**src/sv/spq_pkg.sv**
```systemverilog
// Shared constants and types for the sorted priority queue.
package spq_pkg;

  localparam int DEPTH_DEF = 64;
  localparam int WORD_W    = 32;
  localparam int OCC_W     = 7;
  localparam int STATUS_W  = 2;

  typedef enum logic [STATUS_W-1:0] {
    ST_INSERTED = 2'd0,
    ST_DELETED  = 2'd1,
    ST_EMPTY    = 2'd2,
    ST_FULL     = 2'd3
  } status_t;

  typedef struct packed {
    logic                     ins;
    logic                     del;
    logic signed [WORD_W-1:0] val;
  } cell_cmd_t;

endpackage

```
**src/sv/spq_cell.sv**
```systemverilog
// One storage cell of the sorted chain: holds one entry and shifts with its neighbors.
module spq_cell
  import spq_pkg::*;
(
  input  logic                     clk,
  input  cell_cmd_t                cmd,
  input  logic                     occupied,
  input  logic                     at_tail,
  input  logic signed [WORD_W-1:0] prev_entry,
  input  logic                     prev_gt,
  input  logic signed [WORD_W-1:0] next_entry,
  output logic signed [WORD_W-1:0] entry,
  output logic                     gt
);

  logic signed [WORD_W-1:0] entry_r;
  logic signed [WORD_W-1:0] entry_nxt;

  assign gt = occupied && (entry_r > cmd.val);

  always_comb begin
    entry_nxt = entry_r;
    if (cmd.del) begin
      entry_nxt = next_entry;
    end else if (cmd.ins && (occupied || at_tail)) begin
      if (prev_gt) begin
        entry_nxt = prev_entry;
      end else if (gt || at_tail) begin
        entry_nxt = cmd.val;
      end
    end
  end

  always_ff @(posedge clk) begin
    entry_r <= entry_nxt;
  end

  assign entry = entry_r;

endmodule

```
**config.mk**
```make
export PLATFORM = sky130hd
export DESIGN_NAME = spq_cell
export DESIGN_NICKNAME = d
export VERILOG_FILES = /design/src/sv/spq_pkg.sv /design/src/sv/spq_cell.sv
export SDC_FILE = /design/constraint.sdc
export NUM_CORES = 1
export LEC_CHECK = 0
export ABC_AREA = 0
export BUFFER_PORTS_ARGS = -buffer_cell sky130_fd_sc_hd__buf_2
export CAP_MARGIN = 25
export CELL_PAD_IN_SITES_DETAIL_PLACEMENT = 1
export CELL_PAD_IN_SITES_GLOBAL_PLACEMENT = 2
export CORE_ASPECT_RATIO = 1.75
export CORE_MARGIN = 2
export CORE_UTILIZATION = 22
export DETAILED_ROUTE_END_ITERATION = 8
export HOLD_SLACK_MARGIN = 0.12
export PLACE_DENSITY_LB_ADDON = 0.15
export REMOVE_ABC_BUFFERS = 1
export SYNTH_ARGS = -nofsm -noshare
export SYNTH_HDL_FRONTEND = slang
export SYNTH_SLANG_ARGS = --single-unit
```
**constraint.sdc**
```tcl
create_clock -name clk -period 4.2 [get_ports clk]
set_clock_uncertainty 0.05 [all_clocks]
set_input_delay 0.63 -clock clk [delete_from_list [all_inputs] [get_ports clk]]
set_output_delay 0.63 -clock clk [all_outputs]
set_load 0.005 [all_outputs]
```
[After elaboration in Yosys (flattened, before gate mapping)]
Cells that the tools add are included.
Storage, ports and cells
  bits in registers: 32
  latch bits: 0
  bits in writable memories: 0
  ROM bits: 0
  output and inout port bits: 33
  logic and storage cells: 13
  memories: 0
Operators by class
  add/subtract/negate cells: 0
  multiply operators: 0
  divide/modulo/power cells: 0
  order comparisons: 1
  equality and inequality tests: 0
  shift operators: 0
  muxes and demuxes: 4
  bitwise operators: 0
  reductions and logical operators: 7
Operator list (number)
  $mux W32: 4
  $gt A32 B32 Y1: 1
  $reduce_bool A3 Y1: 1
  $logic_and A1 B1 Y1: 2
  $logic_or A1 B1 Y1: 2
  $reduce_and A2 Y1: 1
  $reduce_bool A2 Y1: 1

[Logic depth before layout (Yosys ltp)]
Gate-level depths: netlist (run 1).
  word-level depth: 7
  mapped depth: 8
  mapped depth without buffers: 8

[Worst setup path before layout (run 1)]
No wires, ideal clock.
  path type: in2reg
  from: in cmd[14] (netlist bit)
  to: reg entry_r[0], in the netlist entry[0], enable pin
  library setup time: 0.441 ns
  arrival: 4.124 ns
  slack: -0.415 ns
  stages on the path: 8
  path buffers: 0
  cell sequence: inv_1 -> ha_1 -> a21oi_2 -> nand2_1 -> a221o_1 -> o31a_1 -> or4b_4 -> a31oi_1
Between the ends
  word-level cells in the longest chain between the ends: 5
Ends and longest elaborated chain
  start, declared: line spq_cell.sv:6  | input cell_cmd_t cmd,
  $gt A32 B32 Y1: line spq_cell.sv:19  | assign gt = occupied && (entry_r > cmd.val);
  $logic_and A1 B1 Y1: line spq_cell.sv:19
  $logic_or A1 B1 Y1: line spq_cell.sv:28  | end else if (gt || at_tail) begin
  $reduce_bool A3 Y1 (no line)
  $reduce_and A2 Y1 (no line)
  end signal, assigned: line spq_cell.sv:35  | entry_r <= entry_nxt;
  end, declared: line spq_cell.sv:16  | logic signed [WORD_W-1:0] entry_r;
Every way passes these cells.
A chain may end at the register's enable or synchronous reset.

[Final worst setup path (run 1)]
  from: in cmd[14] (netlist bit)
  to: out gt
Between the ends
  word-level cells in the longest chain between the ends: 2
Ends and longest elaborated chain
  $gt A32 B32 Y1: line spq_cell.sv:19
  $logic_and A1 B1 Y1: line spq_cell.sv:19
  end, declared: line spq_cell.sv:13  | output logic gt
Every way passes these cells.

==> results of run 1 <==
-- synth_stat cells --
cell	count
a2111oi_0	1
a211oi_1	1
a21o_1	1
a21oi_1	12
a21oi_2	1
a221o_1	1
a22oi_1	1
a31oi_1	2
clkbuf_1	11
edfxtp_1	32
ha_1	32
inv_1	33
mux2i_1	32
nand2_1	39
nand3_1	3
nand4_1	8
nor2_1	5
nor2b_1	1
nor3_1	2
nor4_1	1
o211ai_1	3
o21a_1	1
o21ai_0	35
o31a_1	1
or4b_4	1
-- worst paths after layout --
path,endpoint,startpoint,slack [ps],cells past startpoint
setup / recovery,gt,cmd[14],780,10
hold / removal,entry[6],next_entry[6],580,3
setup reg to reg,entry[21],entry[14],1120,8
hold reg to reg,entry[15],entry[31],1130,4
-- stage by stage --
stage	TNS [ps]	std cells	util [%]	hold WS (ps)
6_report	0	527	31.2	583
3_5_place_dp	0	519	30.0	868
2_1_floorplan	-13270	249	-	767
3_3_place_gp	0	519	30.0	861
4_1_cts	0	527	31.2	578
5_1_grt	0	527	31.2	588
-- logic make-up (layout without fill, tap and decap cells) --
logic type | after synthesis | in the layout
buf+inv | 44 | 179
fa+ha+maj | 32 | 32
compound gates | 60 | 60
simple gates | 60 | 60
flops | 32 | 32
mux | 32 | 32
-- layout make-up --
class | instances | area [µm²] | share of cell area (%)
multi-input combinational | 184 | 1340 | 39.1
sequential | 32 | 961 | 28.0
timing repair buffer | 138 | 701 | 20.4
tap | 132 | 165 | 4.82
clock buffer | 5 | 125 | 3.65
inverter | 33 | 124 | 3.61
clock inverter | 3 | 13.8 | 0.401
-- critical path: stages --
cell	delay, ps
buf_2	100
inv_1	40
ha_1	330
nand4_1	160
nor2_1	90
a221o_1	330
o31a_1	310
or4b_4	540
nand2_1	90
buf_2	110
-- power breakdown --
group / total, W / switching [W] / internal [W]
clock: 0.000346 / 0.000131 / 0.000215
sequential: 0.000417 / 0.0000196 / 0.000397
combinational: 0.000272 / 0.000143 / 0.000128
total: 0.00103 / 0.000294 / 0.000740
-- metal layers --
metal,vias up,part of all wire (%)
met3,9,5.6
li1,1202,-
met1,1095,34
met4,0,2.1
met2,77,58
met5,-,0
==> impl_metrics.tcl, run 1 <==
set metrics [dict create \
    num_antenna_cells 0 \
    drt-total-wl_um 8020 \
    finalCritPeriodShare_pct 81.4 \
    min_path_type "input port to register" \
    cts_buffers 5 \
    drc_errors 0 \
    post-dp-hpwl_um 6660 \
    antenna_found_initial 0 \
    largest_reg_flops 32 \
    status "finished clean" \
    synth_top_family_by_area "adder cells" \
    synthTopCellsByArea "edfxtp_1 39%, ha_1 16%, mux2i_1 13%, o21ai_0 7.2%, nand2_1 6.0%" \
    peakVddDrop_mv 0.136 \
    rsz0062_at_grt "false" \
    clock_latency_ps 280 \
    power_density_mw_per_mm2 302 \
    ys_ff_latch 32 \
    grt_use_total_pct 13.7 \
    boundaryPins 135 \
    postCtsSetupBuffers 0 \
    portBuffers 134 \
    synth_compound_area_share_pct 13.7 \
    die_h_um 144 \
    overflow 0 \
    layout_commonest_cell "buf_2" \
    ys_warn_count 0 \
    tightest_slew_ps 565 \
    yosys.area_share.simple_pct 10.9 \
    grtUsageMet3_pct 2.99 \
    synth-xor-area-share_pct 0 \
    ant_nets 0 \
    avgSynthCellArea_um2 9.42 \
    cap_violations 0 \
    wl_per_cell_um 15.2 \
    fillCellCount 1357 \
    grt_pass1_vias 2677 \
    die_w_um 83.8 \
    hold_viol_final 0 \
    gp_congestion 0.768 \
    worstPathArrival_ps 2740 \
    area_growth_pct 39.9 \
    die_area_mm2 0.0120 \
    routed_via_density 4.52 \
    cts_tree "done" \
    leakage_nw 1.77 \
    cts_sinks 32 \
    synth_top_area_share_pct 39.2 \
    end_kind "output port" \
    first_pass_iters 4 \
    layout_setup_ws_ps 781 \
    slew_headroom_pct 62.3 \
    netlist_area_mm2 0.00245 \
    clkTransAtPathRegs_ps 50 \
    cts_max_level 2 \
    synthAdderAreaFrac_pct 16.3 \
    critPathMaxFanout 3 \
    worstSetupPathType "input port to output port" \
    startpoint_type "input port" \
    synth_top_area_cell "edfxtp_1" \
    post_cts_resized 0 \
    period_minus_slack_ps 3420 \
    met1_usage_pct 13.5 \
    setup_viol 0 \
    grt_pass1_wl_um 12800 \
    core_mm2 0.0110 \
    final_area_mm2 0.00343 \
    critPathRequiredTime_ps 3520 \
    yosysUniqueCellTypes 25 \
    ys_seq_area_share_pct 39.2 \
    synth_mux_area_share_pct 13.1 \
    nNetsFinal 528 \
    start_util_pct 22.3 \
    slew_viol_final 0 \
    grt_max_degree 35 \
    synthCells 260 \
    first_iter_violations 38 \
    grt_use_met2_pct 27.6 \
    num_rows 51 \
    place_area_mm2 0.00329 \
    final_cell_mix "134 x buf_2, 39 x nand2_1, 35 x o21ai_0, 33 x inv_1" \
    top_usage_layer "met2" \
    dpl_worst_slack_ps 705 \
    clk_path_buf_depth 2 \
    power_w 0.00103 \
    cts_hold_buf 0 \
    drive_above_1_share_pct 37.5 \
    vias 2383 \
    max_freq_mhz 292 \
    clockRootBuffer "clkbuf_16" \
]
(Power assumes the default switching activity.)
==> run 2, diff against run 1 <==
- clock period: 4.2 -> 2.8 ns (I/O delays scaled with it)
==> run 2 against run 1 <==
Against the previous run:
- clock power is 51% higher
- combinational power is 92% higher
- non-clock buffer count is 32 higher
- die area stayed put
- flip-flop and latch count stayed put
- hold slack worse by 220 ps
- the run now ends with negative setup slack left
- largest cell class unchanged
- critical path type is now register to output port
- core utilization is 3.8 points higher
==> impl_metrics.tcl, run 2 (synthesis gave the netlist of run 1 again) <==
set metrics [dict create \
    wl_per_cell_um 15.1 \
    slew_headroom_pct 75.9 \
    drive_above_1_share_pct 44.3 \
    top_usage_layer "met2" \
    slew_viol_final 0 \
    die_h_um 144 \
    combPwrFrac_pct 31.2 \
    pwr-share-clk_pct 31.3 \
    grt_pass1_vias 2788 \
    antenna_found_initial 0 \
    ant_nets 0 \
    num_rows 51 \
    boundaryPins 135 \
    gp_congestion 0.758 \
    first_iter_violations 42 \
    holdWs_ps 368 \
    worstPathArrival_ps 2510 \
    p_int_w 0.00120 \
    num_antenna_cells 0 \
    met1_usage_pct 13.0 \
    grt_pass1_wl_um 13300 \
    p_seq_share_pct 37.6 \
    drt-total-wl_um 8410 \
    min_from "next_entry[2]" \
    failed_checks "negative setup slack" \
    critPathRequiredTime_ps 2330 \
    nNetsFinal 560 \
    cts_max_level 2 \
    portBuffers 134 \
    overflow 0 \
    swShare_pct 28.3 \
    grt_max_degree 37 \
    clk_path_buf_depth 2 \
    dpl_worst_slack_ps -344 \
    cts_buffers 5 \
    rsz0062_at_grt "true" \
    cp-startpoint "entry[6]" \
    max_freq_mhz 335 \
    r2r_setup_slack_ps -140 \
    critPathMaxFanout 2 \
    cts_sinks 32 \
    first_pass_iters 2 \
    grt_use_met2_pct 29.2 \
    min_path_type "input port to register" \
    p_sw_w 0.000474 \
    period_minus_slack_ps 2980 \
    crit_slowest_cell "or4b_4" \
    leakage_nw 1.95 \
    grtUsageMet3_pct 3.62 \
    cts_tree "done" \
    vias 2530 \
    clkTransAtPathRegs_ps 50 \
    routed_via_density 4.53 \
    setup_viol 33 \
    worstSetupPathType "register to output port" \
    start_util_pct 22.3 \
    area_growth_pct 56.9 \
    core_mm2 0.0110 \
    die_area_mm2 0.0120 \
    clockRootBuffer "clkbuf_16" \
    crit_chain "ha_1 -> nand2_1 -> o21ai_1 -> a221o_1 -> o31a_1 -> or4b_4 -> nand2_2 -> buf_6" \
    tightest_slew_ps 359 \
    dp.cells 538 \
    hold_viol_final 0 \
    finalNonFillerCells 559 \
    die_w_um 83.8 \
    peakVddDrop_mv 0.197 \
    startpoint_type "register" \
    end_kind "output port" \
    drc_errors 0 \
    cap_violations 0 \
    r2r-start "entry[6]" \
    layout_setup_ws_ps -182 \
    final_util_pct 35.0 \
    post-dp-hpwl_um 7050 \
    finalCritPeriodShare_pct 106 \
    grt_use_total_pct 14.2 \
    largest_reg_flops 32 \
    worst_path_largest_cell_delay_ps 550 \
    power_density_mw_per_mm2 435 \
    status "complete, but fails checks" \
    final_cell_mix "133 x buf_2, 38 x nand2_1, 34 x o21ai_0, 33 x inv_1" \
    layout_commonest_cell "buf_2" \
    clock_latency_ps 280 \
]
==> run 2: power groups by stage <==
stage,Clock [W],Sequential (W),Combinational [W]
global placement,0,0.000633,0.000462
detailed placement,0,0.000635,0.000471
floorplan,0,0.000637,0.000184
global route,0.000562,0.000635,0.000592
finish,0.000523,0.000628,0.000521
CTS,0.000548,0.000630,0.000532
==> run 2: final timing paths <==
kind               end  cells after the start
max                 gt                      8
min reg2reg   entry[9]                      6
min           entry[2]                      3
max reg2reg  entry[14]                     10
==> run 2: what timing repair did <==
| action | 4_1_cts | 5_1_grt |
|---|---|---|
| buffers inserted | 10 | 1 |
| pin swaps | 5 | 3 |
| resized for setup | 15 | 3 |
| endpoints found under the setup margin | 33 | 33 |
| gates cloned | 2 | 0 |
| hold buffers | 0 | 0 |
| endpoints found under the hold margin | 0 | 0 |
==> run 2: worst max-delay path, delay by kind of cell (launching register included) <==
family,cells,cell delay [ps]
DFF,1,410
buffers and inverters,1,100
and+or+nand+nor,3,730
AOI/OAI and AO/OA,3,670
adders and majority gates,1,320
==> run 2: cell type report <==
class | count | area, µm²
fillers | 1341 | 7130
multi-input cells | 184 | 1430
repair buffers | 170 | 1030
flip-flops and latches | 32 | 961
well taps | 132 | 165
clock buffers | 5 | 125
inverters | 33 | 124
clock inverters | 3 | 13.8
==> run 2: metrics by stage <==
| stage | power, W | instance area [µm²] | setup TNS [ps] |
|---|---|---|---|
| after global placement | 0.00110 | 3460 | -9110 |
| after detailed placement | 0.00111 | 3460 | -11020 |
| after CTS | 0.00171 | 3820 | -5380 |
| final | 0.00167 | 3840 | -3620 |
| after global routing | 0.00179 | 3840 | -6760 |
| after floorplan | 0.000821 | 2410 | -51350 |
==> run 2: routing by layer <==
| layer | part of all wire, % | up-vias |
|---|---|---|
| met5 | 0 | - |
| met4 | 2.2 | 0 |
| met3 | 6.1 | 9 |
| met2 | 59 | 80 |
| met1 | 33 | 1178 |
| li1 | - | 1263 |
